File: src/hlcfp_pkg.sv
// ----------------------------------------------------------------------------
// hlcfp_pkg
// Shared types and constants of the sync/length/checksum frame parser.
// ----------------------------------------------------------------------------
package hlcfp_pkg;

  // result status codes
  typedef enum logic [1:0] {
    ST_GOOD     = 2'd0,
    ST_CSUM_BAD = 2'd1,
    ST_TOO_BIG  = 2'd2,
    ST_HDR_BAD  = 2'd3
  } status_t;

  // configuration register indexes
  typedef enum logic [0:0] {
    REG_SYNC_FIRST  = 1'b0,
    REG_SYNC_SECOND = 1'b1
  } cfg_reg_t;

  localparam logic [7:0] SYNC_FIRST_RST  = 8'h55;
  localparam logic [7:0] SYNC_SECOND_RST = 8'hAA;

  // frame job queue between parser and drain
  localparam int QUEUE_DEPTH = 4;
  localparam int QPTR_W      = $clog2(QUEUE_DEPTH);

  typedef struct packed {
    status_t     status;
    logic [7:0]  func;
    logic [6:0]  len;
    logic        bank;
    logic        has_payload;
    logic [31:0] good;
    logic [31:0] bad;
    logic [31:0] oversize;
  } job_t;

  typedef struct packed {
    logic       we;
    logic       bank;
    logic [5:0] idx;
    logic [7:0] data;
  } store_wr_t;

  typedef struct packed {
    logic valid;
    logic bank;
  } bank_rel_t;

endpackage

File: src/hlcfp_if.sv
// ----------------------------------------------------------------------------
// hlcfp_if
// Valid/ready channels of the frame parser: received bytes and results.
// ----------------------------------------------------------------------------
interface hlcfp_byte_if;
  logic       valid;
  logic       ready;
  logic [7:0] rx_byte;

  modport source (output valid, output rx_byte, input ready);
  modport sink (input valid, input rx_byte, output ready);
endinterface

interface hlcfp_result_if;
  logic        valid;
  logic        ready;
  logic [1:0]  status;
  logic [7:0]  func_code;
  logic [6:0]  frame_len;
  logic [5:0]  byte_index;
  logic [7:0]  payload_byte;
  logic        last;
  logic [31:0] good_total;
  logic [31:0] bad_total;
  logic [31:0] oversize_total;

  modport source (output valid, output status, output func_code, output frame_len,
                  output byte_index, output payload_byte, output last,
                  output good_total, output bad_total, output oversize_total,
                  input ready);
  modport sink (input valid, input status, input func_code, input frame_len,
                input byte_index, input payload_byte, input last,
                input good_total, input bad_total, input oversize_total,
                output ready);
endinterface

File: src/header_length_checksum_frame_parser.sv
// ----------------------------------------------------------------------------
// header_length_checksum_frame_parser
// Two-sync-byte frame parser with length check, 8-bit sum and payload store.
// ----------------------------------------------------------------------------
// One received byte is taken per cycle. The parser hunts for the two sync
// bytes, reads function code and length, captures the payload into one of two
// store banks and checks the additive checksum. A good frame of N > 0 payload
// bytes yields N results, one per cycle unless the output stalls, read from
// the store's single read port; every other finished frame yields one status
// result. Frames reach the drain through a four-entry job queue; input stalls
// while that queue is full, and in the payload phase while both store banks
// still hold undelivered frames. The user writes sync values through the cfg
// port only while the block is idle; the block itself does not enforce this.
module header_length_checksum_frame_parser
  import hlcfp_pkg::*;
#(
  parameter int MAX_PAYLOAD = 64
) (
  input  logic                  clk,
  input  logic                  rst_n,
  input  logic                  cfg_we,
  input  logic [0:0]            cfg_idx,
  input  logic [7:0]            cfg_data,
  hlcfp_byte_if.sink            in_chan,
  hlcfp_result_if.source        out_chan
);

  job_t      push_job, head_job;
  logic      job_push, job_full, q_pop, q_empty;
  store_wr_t store_wr;
  bank_rel_t bank_rel;

  hlcfp_front #(.MAX_PAYLOAD(MAX_PAYLOAD)) u_front (
    .clk      (clk),
    .rst_n    (rst_n),
    .cfg_we   (cfg_we),
    .cfg_idx  (cfg_reg_t'(cfg_idx)),
    .cfg_data (cfg_data),
    .in_valid (in_chan.valid),
    .in_byte  (in_chan.rx_byte),
    .in_ready (in_chan.ready),
    .job_push (job_push),
    .job      (push_job),
    .job_full (job_full),
    .store_wr (store_wr),
    .bank_rel (bank_rel)
  );

  hlcfp_queue u_queue (
    .clk      (clk),
    .rst_n    (rst_n),
    .push     (job_push),
    .push_job (push_job),
    .full     (job_full),
    .pop      (q_pop),
    .head     (head_job),
    .empty    (q_empty)
  );

  hlcfp_back #(.MAX_PAYLOAD(MAX_PAYLOAD)) u_back (
    .clk                (clk),
    .rst_n              (rst_n),
    .store_wr           (store_wr),
    .q_empty            (q_empty),
    .q_head             (head_job),
    .q_pop              (q_pop),
    .bank_rel           (bank_rel),
    .out_valid          (out_chan.valid),
    .out_ready          (out_chan.ready),
    .out_status         (out_chan.status),
    .out_func_code      (out_chan.func_code),
    .out_frame_len      (out_chan.frame_len),
    .out_byte_index     (out_chan.byte_index),
    .out_payload_byte   (out_chan.payload_byte),
    .out_last           (out_chan.last),
    .out_good_total     (out_chan.good_total),
    .out_bad_total      (out_chan.bad_total),
    .out_oversize_total (out_chan.oversize_total)
  );

endmodule

File: src/hlcfp_front.sv
// ----------------------------------------------------------------------------
// hlcfp_front
// Byte parser: sync hunt, header, payload capture, checksum check, counters.
// Pushes one job per finished frame into the job queue.
// ----------------------------------------------------------------------------
module hlcfp_front
  import hlcfp_pkg::*;
#(
  parameter int MAX_PAYLOAD = 64
) (
  input  logic       clk,
  input  logic       rst_n,
  input  logic       cfg_we,
  input  cfg_reg_t   cfg_idx,
  input  logic [7:0] cfg_data,
  input  logic       in_valid,
  input  logic [7:0] in_byte,
  output logic       in_ready,
  output logic       job_push,
  output job_t       job,
  input  logic       job_full,
  output store_wr_t  store_wr,
  input  bank_rel_t  bank_rel
);

  typedef enum logic [5:0] {
    PH_IDLE  = 6'b000001,
    PH_SYNC2 = 6'b000010,
    PH_FUNC  = 6'b000100,
    PH_LEN   = 6'b001000,
    PH_DATA  = 6'b010000,
    PH_SUM   = 6'b100000
  } phase_t;

  phase_t      phase_r, phase_nxt;
  logic [7:0]  sum_r, sum_nxt;
  logic [7:0]  func_r, func_nxt;
  logic [6:0]  len_r, len_nxt;
  logic [6:0]  fill_r, fill_nxt;
  logic        wbank_r, wbank_nxt;
  logic [1:0]  busy_r, busy_nxt;
  logic [31:0] good_r, good_nxt;
  logic [31:0] bad_r, bad_nxt;
  logic [31:0] over_r, over_nxt;
  logic [7:0]  sync1_r, sync2_r;
  logic        accept;
  logic        frame_end;

  // stall payload capture while the write bank still holds an undelivered frame
  assign in_ready = !job_full && !((phase_r == PH_DATA) && busy_r[wbank_r]);
  assign accept   = in_valid && in_ready;

  always_comb begin
    phase_nxt = phase_r;
    sum_nxt   = sum_r;
    func_nxt  = func_r;
    len_nxt   = len_r;
    fill_nxt  = fill_r;
    wbank_nxt = wbank_r;
    busy_nxt  = busy_r;
    good_nxt  = good_r;
    bad_nxt   = bad_r;
    over_nxt  = over_r;
    frame_end = 1'b0;
    job_push  = 1'b0;
    job       = '0;
    store_wr  = '0;

    if (bank_rel.valid) begin
      busy_nxt[bank_rel.bank] = 1'b0;
    end

    if (accept) begin
      case (phase_r)
        PH_IDLE: begin
          if (in_byte == sync1_r) begin
            sum_nxt   = in_byte;
            phase_nxt = PH_SYNC2;
          end
        end
        PH_SYNC2: begin
          if (in_byte == sync2_r) begin
            sum_nxt   = sum_r + in_byte;
            phase_nxt = PH_FUNC;
          end else if (in_byte == sync1_r) begin
            sum_nxt = in_byte;
          end else begin
            bad_nxt    = bad_r + 32'd1;
            job_push   = 1'b1;
            job.status = ST_HDR_BAD;
            frame_end  = 1'b1;
          end
        end
        PH_FUNC: begin
          func_nxt  = in_byte;
          sum_nxt   = sum_r + in_byte;
          phase_nxt = PH_LEN;
        end
        PH_LEN: begin
          if (in_byte > 8'(MAX_PAYLOAD)) begin
            over_nxt   = over_r + 32'd1;
            bad_nxt    = bad_r + 32'd1;
            job_push   = 1'b1;
            job.status = ST_TOO_BIG;
            job.func   = func_r;
            frame_end  = 1'b1;
          end else begin
            len_nxt   = in_byte[6:0];
            sum_nxt   = sum_r + in_byte;
            fill_nxt  = 7'd0;
            phase_nxt = (in_byte == 8'd0) ? PH_SUM : PH_DATA;
          end
        end
        PH_DATA: begin
          store_wr.we   = 1'b1;
          store_wr.bank = wbank_r;
          store_wr.idx  = fill_r[5:0];
          store_wr.data = in_byte;
          fill_nxt      = fill_r + 7'd1;
          sum_nxt       = sum_r + in_byte;
          if (fill_r + 7'd1 >= len_r) begin
            phase_nxt = PH_SUM;
          end
        end
        PH_SUM: begin
          job_push  = 1'b1;
          job.func  = func_r;
          job.len   = len_r;
          frame_end = 1'b1;
          if (in_byte == sum_r) begin
            good_nxt        = good_r + 32'd1;
            job.status      = ST_GOOD;
            job.bank        = wbank_r;
            job.has_payload = (len_r != 7'd0);
            if (len_r != 7'd0) begin
              // hand the bank to the drain side and capture into the other one
              busy_nxt[wbank_r] = 1'b1;
              wbank_nxt         = !wbank_r;
            end
          end else begin
            bad_nxt    = bad_r + 32'd1;
            job.status = ST_CSUM_BAD;
          end
        end
        default: begin
          frame_end = 1'b1;
        end
      endcase
    end

    if (frame_end) begin
      phase_nxt = PH_IDLE;
      sum_nxt   = 8'd0;
      func_nxt  = 8'd0;
      len_nxt   = 7'd0;
      fill_nxt  = 7'd0;
    end

    job.good     = good_nxt;
    job.bad      = bad_nxt;
    job.oversize = over_nxt;
  end

  always_ff @(posedge clk) begin
    if (!rst_n) begin
      phase_r <= PH_IDLE;
      sum_r   <= 8'd0;
      func_r  <= 8'd0;
      len_r   <= 7'd0;
      fill_r  <= 7'd0;
      wbank_r <= 1'b0;
      busy_r  <= 2'b00;
      good_r  <= 32'd0;
      bad_r   <= 32'd0;
      over_r  <= 32'd0;
      sync1_r <= SYNC_FIRST_RST;
      sync2_r <= SYNC_SECOND_RST;
    end else begin
      phase_r <= phase_nxt;
      sum_r   <= sum_nxt;
      func_r  <= func_nxt;
      len_r   <= len_nxt;
      fill_r  <= fill_nxt;
      wbank_r <= wbank_nxt;
      busy_r  <= busy_nxt;
      good_r  <= good_nxt;
      bad_r   <= bad_nxt;
      over_r  <= over_nxt;
      if (cfg_we) begin
        case (cfg_idx)
          REG_SYNC_FIRST:  sync1_r <= cfg_data;
          REG_SYNC_SECOND: sync2_r <= cfg_data;
          default: begin
          end
        endcase
      end
    end
  end

endmodule

File: src/hlcfp_queue.sv
// ----------------------------------------------------------------------------
// hlcfp_queue
// Short job FIFO between the parser and the result drain.
// ----------------------------------------------------------------------------
module hlcfp_queue
  import hlcfp_pkg::*;
(
  input  logic clk,
  input  logic rst_n,
  input  logic push,
  input  job_t push_job,
  output logic full,
  input  logic pop,
  output job_t head,
  output logic empty
);

  job_t              mem_r [QUEUE_DEPTH];
  logic [QPTR_W-1:0] wr_ptr_r, rd_ptr_r;
  logic [QPTR_W:0]   count_r;

  assign full  = (count_r == (QPTR_W + 1)'(QUEUE_DEPTH));
  assign empty = (count_r == '0);
  assign head  = mem_r[rd_ptr_r];

  always_ff @(posedge clk) begin
    if (!rst_n) begin
      wr_ptr_r <= '0;
      rd_ptr_r <= '0;
      count_r  <= '0;
    end else begin
      if (push) begin
        wr_ptr_r <= wr_ptr_r + 1'b1;
      end
      if (pop) begin
        rd_ptr_r <= rd_ptr_r + 1'b1;
      end
      case ({push, pop})
        2'b10:   count_r <= count_r + 1'b1;
        2'b01:   count_r <= count_r - 1'b1;
        default: count_r <= count_r;
      endcase
    end
  end

  always_ff @(posedge clk) begin
    if (push) begin
      mem_r[wr_ptr_r] <= push_job;
    end
  end

endmodule

File: src/hlcfp_back.sv
// ----------------------------------------------------------------------------
// hlcfp_back
// Result drain: owns the two-bank payload store, walks each job and emits
// its results through a read stage and an output register.
// ----------------------------------------------------------------------------
module hlcfp_back
  import hlcfp_pkg::*;
#(
  parameter int MAX_PAYLOAD = 64
) (
  input  logic        clk,
  input  logic        rst_n,
  input  store_wr_t   store_wr,
  input  logic        q_empty,
  input  job_t        q_head,
  output logic        q_pop,
  output bank_rel_t   bank_rel,
  output logic        out_valid,
  input  logic        out_ready,
  output logic [1:0]  out_status,
  output logic [7:0]  out_func_code,
  output logic [6:0]  out_frame_len,
  output logic [5:0]  out_byte_index,
  output logic [7:0]  out_payload_byte,
  output logic        out_last,
  output logic [31:0] out_good_total,
  output logic [31:0] out_bad_total,
  output logic [31:0] out_oversize_total
);

  localparam int AW         = (MAX_PAYLOAD > 1) ? $clog2(MAX_PAYLOAD) : 1;
  localparam int STORE_ROWS = 2 * (1 << AW);

  logic [7:0]    store_mem [STORE_ROWS];

  // walk stage
  logic          active_r;
  job_t          job_r;
  logic [AW-1:0] idx_r;
  // read stage
  logic          b_valid_r;
  job_t          b_job_r;
  logic [AW-1:0] b_idx_r;
  logic          b_last_r;
  logic [7:0]    rd_data_r;
  // output stage
  logic          out_valid_r;
  job_t          o_job_r;
  logic [AW-1:0] o_idx_r;
  logic          o_last_r;
  logic [7:0]    o_data_r;

  logic c_free, b_move, b_free, issue, a_last, finish;

  assign c_free = !out_valid_r || out_ready;
  assign b_move = b_valid_r && c_free;
  assign b_free = !b_valid_r || b_move;
  assign issue  = active_r && b_free;
  assign a_last = !job_r.has_payload || ((7'(idx_r) + 7'd1) == job_r.len);
  assign finish = issue && a_last;
  assign q_pop  = !q_empty && (!active_r || finish);

  // free the bank once its final byte has been read
  assign bank_rel.valid = finish && job_r.has_payload;
  assign bank_rel.bank  = job_r.bank;

  always_ff @(posedge clk) begin
    if (store_wr.we) begin
      store_mem[{store_wr.bank, store_wr.idx[AW-1:0]}] <= store_wr.data;
    end
    if (issue) begin
      rd_data_r <= store_mem[{job_r.bank, idx_r}];
    end
  end

  always_ff @(posedge clk) begin
    if (!rst_n) begin
      active_r    <= 1'b0;
      b_valid_r   <= 1'b0;
      out_valid_r <= 1'b0;
    end else begin
      if (q_pop) begin
        active_r <= 1'b1;
      end else if (finish) begin
        active_r <= 1'b0;
      end
      if (b_free) begin
        b_valid_r <= issue;
      end
      if (c_free) begin
        out_valid_r <= b_valid_r;
      end
    end
  end

  always_ff @(posedge clk) begin
    if (q_pop) begin
      job_r <= q_head;
      idx_r <= '0;
    end else if (issue) begin
      idx_r <= idx_r + 1'b1;
    end
    if (issue) begin
      b_job_r  <= job_r;
      b_idx_r  <= idx_r;
      b_last_r <= a_last;
    end
    if (b_move) begin
      o_job_r  <= b_job_r;
      o_idx_r  <= b_idx_r;
      o_last_r <= b_last_r;
      o_data_r <= b_job_r.has_payload ? rd_data_r : 8'd0;
    end
  end

  assign out_valid          = out_valid_r;
  assign out_status         = o_job_r.status;
  assign out_func_code      = o_job_r.func;
  assign out_frame_len      = o_job_r.len;
  assign out_byte_index     = 6'(o_idx_r);
  assign out_payload_byte   = o_data_r;
  assign out_last           = o_last_r;
  assign out_good_total     = o_job_r.good;
  assign out_bad_total      = o_job_r.bad;
  assign out_oversize_total = o_job_r.oversize;

endmodule

File: src/flat_wrapper.sv
// flat-port wrapper written by rule: the top's interface ports become plain ports
module header_length_checksum_frame_parser_flat import hlcfp_pkg::*;
#(
  parameter int MAX_PAYLOAD = 64
)
  (clk, rst_n, cfg_we, cfg_idx, cfg_data, in_chan_valid, in_chan_rx_byte, in_chan_ready, out_chan_valid, out_chan_status, out_chan_func_code, out_chan_frame_len, out_chan_byte_index, out_chan_payload_byte, out_chan_last, out_chan_good_total, out_chan_bad_total, out_chan_oversize_total, out_chan_ready);
  hlcfp_byte_if in_chan_i ();
  hlcfp_result_if out_chan_i ();
  input  logic clk;
  input  logic rst_n;
  input  logic cfg_we;
  input  logic [0:0] cfg_idx;
  input  logic [7:0] cfg_data;
  input wire logic [$bits(in_chan_i.valid)-1:0] in_chan_valid;
  input wire logic [$bits(in_chan_i.rx_byte)-1:0] in_chan_rx_byte;
  output wire logic [$bits(in_chan_i.ready)-1:0] in_chan_ready;
  output wire logic [$bits(out_chan_i.valid)-1:0] out_chan_valid;
  output wire logic [$bits(out_chan_i.status)-1:0] out_chan_status;
  output wire logic [$bits(out_chan_i.func_code)-1:0] out_chan_func_code;
  output wire logic [$bits(out_chan_i.frame_len)-1:0] out_chan_frame_len;
  output wire logic [$bits(out_chan_i.byte_index)-1:0] out_chan_byte_index;
  output wire logic [$bits(out_chan_i.payload_byte)-1:0] out_chan_payload_byte;
  output wire logic [$bits(out_chan_i.last)-1:0] out_chan_last;
  output wire logic [$bits(out_chan_i.good_total)-1:0] out_chan_good_total;
  output wire logic [$bits(out_chan_i.bad_total)-1:0] out_chan_bad_total;
  output wire logic [$bits(out_chan_i.oversize_total)-1:0] out_chan_oversize_total;
  input wire logic [$bits(out_chan_i.ready)-1:0] out_chan_ready;
  assign in_chan_i.valid = in_chan_valid;
  assign in_chan_i.rx_byte = in_chan_rx_byte;
  assign in_chan_ready = in_chan_i.ready;
  assign out_chan_valid = out_chan_i.valid;
  assign out_chan_status = out_chan_i.status;
  assign out_chan_func_code = out_chan_i.func_code;
  assign out_chan_frame_len = out_chan_i.frame_len;
  assign out_chan_byte_index = out_chan_i.byte_index;
  assign out_chan_payload_byte = out_chan_i.payload_byte;
  assign out_chan_last = out_chan_i.last;
  assign out_chan_good_total = out_chan_i.good_total;
  assign out_chan_bad_total = out_chan_i.bad_total;
  assign out_chan_oversize_total = out_chan_i.oversize_total;
  assign out_chan_i.ready = out_chan_ready;
  header_length_checksum_frame_parser #(.MAX_PAYLOAD(MAX_PAYLOAD)) u_core (.clk(clk), .rst_n(rst_n), .cfg_we(cfg_we), .cfg_idx(cfg_idx), .cfg_data(cfg_data), .in_chan(in_chan_i), .out_chan(out_chan_i));
endmodule
File: config.mk
export PLATFORM = sky130hd
export DESIGN_NAME = header_length_checksum_frame_parser_flat
export DESIGN_NICKNAME = d
export VERILOG_FILES = /design/src/hlcfp_pkg.sv /design/src/hlcfp_if.sv /design/src/header_length_checksum_frame_parser.sv /design/src/hlcfp_front.sv /design/src/hlcfp_queue.sv /design/src/hlcfp_back.sv /design/src/flat_wrapper.sv
export SDC_FILE = /design/constraint.sdc
export NUM_CORES = 2
export LEC_CHECK = 0
export BUFFER_PORTS_ARGS = -buffer_cell sky130_fd_sc_hd__buf_2
export CELL_PAD_IN_SITES_DETAIL_PLACEMENT = 1
export CELL_PAD_IN_SITES_GLOBAL_PLACEMENT = 1
export CORE_UTILIZATION = 50
export DETAILED_ROUTE_END_ITERATION = 12
export PLACE_DENSITY_LB_ADDON = 0.2
export SYNTH_ARGS = -nofsm -noshare
export SYNTH_HDL_FRONTEND = slang
export SYNTH_SLANG_ARGS = --single-unit
File: constraint.sdc
create_clock -name clk -period 6.8 [get_ports clk]
set_input_delay 0 -clock clk [delete_from_list [all_inputs] [get_ports clk]]
set_output_delay 0 -clock clk [all_outputs]
set_load 0.01 [all_outputs]
# After elaboration in Yosys (flattened, before gate mapping)
# Memory sizes are Yosys's and may differ from the RTL's. A register that Yosys moved wholly into a read port is not among the register bits.
# Cells that the tools add are included.
[totals]
regBits = 416
ram_bits = 1484
elab_cells = 180
memories = 2
[op_classes]
addsub = 11
order_cmp = 6
eq_ne = 17
muxes = 60
bitwise = 6
n_reduce_logical = 41
[memory_table]
columns = ["memory", "depth", "word_bits", "read_ports", "rd_clocked_by_memory_dff", "wr", "line_no", "source"]
rows = [
  ["u_core.u_back.store_mem", 128, 8, 1, 1, 1, "hlcfp_back.sv:34", "logic [7:0] store_mem [STORE_ROWS];"],
  ["u_core.u_queue.mem_r", 4, 115, 1, 1, 1, "hlcfp_queue.sv:18", "job_t mem_r [QUEUE_DEPTH];"],
]
[ops]
columns = ["cell", "count"]
rows = [
  ["two-way mux 32 bit", 11],
  ["adder 32 x 1 -> 32 bit (second input constant)", 3],
  ["one-hot mux 32 bit (3 select lines)", 1],
  ["two-way mux 16 bit", 2],
  ["one-hot mux 8 bit (4 select lines)", 1],
  ["two-way mux 6 bit", 5],
  ["one-hot mux 6 bit (5 select lines)", 1],
  ["equality test 8 bit", 3],
  ["two-way mux 8 bit", 3],
  ["two-way mux 19 bit", 1],
  ["two-way mux 1 bit", 16],
  ["two-way mux 2 bit", 8],
  ["one-hot mux 8 bit (2 select lines)", 1],
  ["one-hot mux 7 bit (2 select lines)", 1],
  ["logical AND 1 bit", 10],
  ["two-way mux 10 bit", 1],
  ["two-way mux 9 bit", 1],
  ["AND reduction 3 bit", 3],
  ["adder 8 bit", 1],
  ["> comparator 8 x 7 -> 1 bit (second input constant)", 1],
  ["logical NOT 1 bit", 8],
  ["logical NOT 8 bit", 1],
  ["adder 6 x 1 -> 7 bit (second input constant)", 1],
  ["adder 7 x 1 -> 7 bit (second input constant)", 1],
  ["39 further kinds", 56],
]

# Depth between registers and ports, before layout
[logic_depth]
word_depth = 13
ltp_mapped = 14
ltp_nobuf = 12

# Hierarchy
# Synthesis repeated with hierarchy kept, for this count alone.
[hier_totals]
hier_cells = 4078
area_unflattened_um2 = 76992.6
[modules_own_cells]
columns = ["mod", "instances", "cells_per_inst", "area_per_inst_um2", "seq_area_each_um2"]
rows = [
  ["hlcfp_back", 1, 2369, 51361.8, 42100.4],
  ["hlcfp_queue", 1, 647, 17020.1, 13993.4],
  ["hlcfp_front", 1, 1062, 8610.8, 3022.9],
]

# Least setup slack after synthesis
# Ideal clock, no wire load.
[synth_timing]
path_type = "flip-flop to flip-flop"
startpoint = "reg u_core.u_back.out_valid_r (netlist: u_core.u_back.out_valid)"
endpoint = "reg u_core.u_back.o_job_r (netlist bit u_core.u_back.out_bad_total[0]), enable pin"
setup_ns = 0.632
arrival_time_ns = 6.165
t_required_ns = 6.168
slack_ns = 0.003
path_stages_with_launch = 3
n_path_buf = 0
synth_period_minus_slack_ns = 6.797
path_cell_list = "dfxtp_1 nor2b_1 nor2b_1"
[synth_via]
elab_chain_cells = 3
[synth_lines]
columns = ["item", "line_no", "source"]
rows = [
  ["start, declared", "hlcfp_back.sv:47", "logic out_valid_r;"],
  ["start signal, assigned", "hlcfp_back.sv:91", "out_valid_r <= b_valid_r;"],
  ["logical NOT 1 bit", "hlcfp_back.sv:55", "assign c_free = !out_valid_r || out_ready;"],
  ["logical OR 1 bit", "hlcfp_back.sv:55", ""],
  ["logical AND 1 bit", "hlcfp_back.sv:56", "assign b_move = b_valid_r && c_free;"],
  ["named net u_core.u_back.b_move", "hlcfp_back.sv:53", "logic c_free, b_move, b_free, issue, a_last, finish;"],
  ["end signal, assigned", "hlcfp_back.sv:109", "o_job_r <= b_job_r;"],
  ["end, declared", "hlcfp_back.sv:48", "job_t o_job_r;"],
]
# The timed path passes the listed nets, and every way through them passes these cells.
# A chain may end at the register's enable or synchronous reset.

# Final worst setup path
[layout_timing]
startpoint = "reg u_core.u_front.phase_r[5]"
endpoint = "mem u_core.u_back.store_mem[101][1], enable pin"
[layout_via]
elab_chain_cells = 8
[layout_lines]
columns = ["item", "line_no", "source"]
rows = [
  ["start, declared", "hlcfp_front.sv:35", "phase_t phase_r, phase_nxt;"],
  ["start signal, assigned", "hlcfp_front.sv:179", "phase_r <= phase_nxt;"],
  ["equality test 6 x 5 -> 1 bit *", "hlcfp_front.sv:50, hlcfp_front.sv:74", ""],
  ["logical AND 1 bit", "hlcfp_front.sv:50", "assign in_ready = !job_full && !((phase_r == PH_DATA) && busy_r[wbank_r]);"],
  ["logical NOT 1 bit", "hlcfp_front.sv:50", ""],
  ["logical AND 1 bit", "hlcfp_front.sv:50", ""],
  ["logical AND 1 bit", "hlcfp_front.sv:51", "assign accept = in_valid && in_ready;"],
  ["two-way mux 16 bit *", "hlcfp_front.sv:73", "if (accept) begin"],
  ["two-way mux 1 bit", "hlcfp_back.sv:68", "if (store_wr.we) begin"],
  ["two-way mux 1 bit (not written as such)", "hlcfp_back.sv:69", "store_mem[{store_wr.bank, store_wr.idx[AW-1:0]}] <= store_wr.data;"],
  ["end, declared", "hlcfp_back.sv:34", ""],
]
# Every way passes the cells marked *; elsewhere a longest branch is shown, timed or not.

==> flow_metrics.tcl <==
set metrics [dict create \
    cts_tree "built" \
    synth_common_cells "edfxtp_1 (1,856), mux4_2 (419), nor2_1 (259)" \
    nFillCells 13011 \
    place_area_sq_um 79700 \
    grt.total_usage 0.236 \
    final_antenna_net_count 0 \
    synthFlopType "edfxtp_1" \
    dr.first_iter.drc_count 3568 \
    grt_pass1_vias 38678 \
    insertion_delay_ns 0.84 \
    dr.pass1.iters 5 \
    antenna_found_initial 8 \
    cts-htree-levels 4 \
    syn-num-nets 3846 \
    synth_top_area_share 0.729 \
    synthArstFlopShare 0 \
    stdcell_area_sq_um 86600 \
    grt_pass1_wl_mm 263 \
    clockBufferDepth 3 \
    clock_skew_ns 0.0436 \
    drv_cap 0 \
    seq_area_frac_synth 0.773 \
    io_buffers 151 \
    avgSynthCellArea_sq_um 20.1 \
    root_buffer "clkbuf_16" \
    startpoint_type "flip-flop" \
    post-synth-top-area-cell "edfxtp_1" \
    setup_viol 0 \
    post_cts_buffers 0 \
    ctsResizeCount 0 \
    cp-end-kind "flip-flop" \
    crit_fanout 16 \
    vdd_drop_max_mv 0.254 \
    tns_ns 0 \
    dieHeight_microns 393 \
    wl_per_cell_microns 28.6 \
    clk_pin_slew_ns 0.06 \
    fp.dieW_microns 393 \
    wirelength_mm 179 \
    via_count 37086 \
    coreArea_sq_um 152000 \
    final_max_slew_viol_count 0 \
    post-synth-top-count-cell "edfxtp_1" \
    cp.arrival_ns 4.93 \
    maxSlewHeadroom 0.212 \
    synth_edf_count 1856 \
    initial_core_util 0.503 \
    hold_viol 0 \
    fin_nets 4125 \
    pin_count 152 \
    cts.sinks 2023 \
    required_ns 7.24 \
    drive_gt1_frac 0.233 \
    grt_max_degree 112 \
    grt_overflow 0 \
    die_area_sq_um 155000 \
    num_antenna_cells 0 \
    area_growth_syn_to_layout_pct 13.2 \
    gp_congestion 0.821 \
    period_share 0.661 \
    synth.distinct_cells 81 \
    worst_pin_slew_ns 1.18 \
    leakage_nw 22.1 \
    syn_area_sq_um 76500 \
    timing.final.crit_period_ns 4.50 \
    powerDensity_nw_per_um2 284 \
    status "completed" \
    fp-row-count 143 \
    hpwl_mm 108 \
    power_mw 24.6 \
    synthCells 3798 \
    rsz0062_at_grt "false" \
    drc 0 \
    numCtsBuffers 199 \
    synth-seq-cells 2023 \
    hold_path.class "in -> reg" \
    yosysWarningCount 0 \
    crit_type "reg -> reg" \
    synth.area.top_cells "edfxtp_1 (73%), mux4_2 (12%), dfxtp_1 (4.4%)" \
    timing.fmax_mhz 222 \
    via_per_inst 5.91 \
]
[kinds of logic (layout without fill, tap and decap cells)]
logic type	after synthesis	in the layout	synth area share
and+or+nand+nor	775	775	0.0510
xor gates and xnor gates	123	123	0.0144
DFF	2023	2023	0.773
muxes	483	483	0.132
AOI/OAI and AO/OA	162	162	0.0152
buffers and inverters	206	655	0.0107
adders and majority gates	26	26	0.00445
[per-stage QoR]
step	utilization	instances	setup WS [ns]	hold WS (ns)
CTS	0.570	6277	2.33	0.0584
detailed placement	0.525	5861	2.37	0.246
finish	0.570	6277	2.30	0.150
floorplan	-	3798	0.00285	0.124
global route	0.570	6277	1.99	0.116
global placement	0.525	5861	2.56	0.246
[cell type report]
type | count | area, sq um | share of cell area
sequential | 2023 | 59100 | 0.683
multi-input combinational | 1569 | 16700 | 0.192
clock buffer | 256 | 5320 | 0.0614
tap | 2030 | 2540 | 0.0293
timing repair buffer | 252 | 1700 | 0.0197
clock inverter | 115 | 1130 | 0.0131
inverter | 32 | 125 | 0.00145
[layout by cell type (no fill, tap or decap), drive strengths merged, types with 20 or more instances in the layout]
cell	n
dlygate4sd3	45
mux2i	58
xor2	45
clkinv	87
mux4	419
edfxtp	1856
xnor2	77
a21oi	36
dfxtp	167
nor3	24
buf	207
a31oi	24
nor2	261
nand2	134
nand4	46
o21ai	20
clkbuf	256
and3	21
ha	24
inv	39
nand3	75
and2	117
[final timing paths]
check | slack [ns] | startpoint | depth (start not counted) | to
setup / recovery | 2.30 | u_core.u_front.phase_r[5] | 6 | u_core.u_back.store_mem[101][1]
hold reg to reg | 0.40 | u_core.u_back.b_idx_r[1] | 0 | u_core.u_back.out_byte_index[1]
hold / removal | 0.15 | rst_n | 3 | u_core.u_front.sync2_r[3]
setup reg to reg | 2.30 | u_core.u_front.phase_r[5] | 6 | u_core.u_back.store_mem[101][1]
[registers in the layout (all words and copies together) (netlist names), 114 cells and up]
signal	flops
u_core.u_back.b_job_r	114
u_core.u_back.job_r	114
u_core.u_back.store_mem	1024
u_core.u_queue.mem_r	460
[worst max-delay path, cell delays in order (launching register included)]
cell and delay [ns]:
dfxtp_1 0.37, or4_1 0.70, nor2_2 0.42, nand4_1 0.41, nor2_1 0.40, nand3_2 0.82, nor2_1 0.97
[per-layer routing]
metal  wire length, microns  share of wire  up-vias  GRT usage
met3                  12900          0.072      256     0.0475
met4                   4900          0.027        2     0.0754
li1                       -              -    15833          -
met5                     13       0.000073        -          0
met2                  84900           0.47     1300      0.366
met1                  76600           0.43    19695      0.339
[timing repair]
action | in CTS | in global routing
endpoints found under the setup margin | 0 | 0
hold buffers | 45 | 0
hold endpoints to repair | 303 | 0
[power breakdown]
group	total, mW	internal (mW)	switching, mW
registers	13.4	13.4	0.0189
logic	0.330	0.125	0.205
clock network	10.8	6.18	4.66
(Power assumes the default switching activity.)
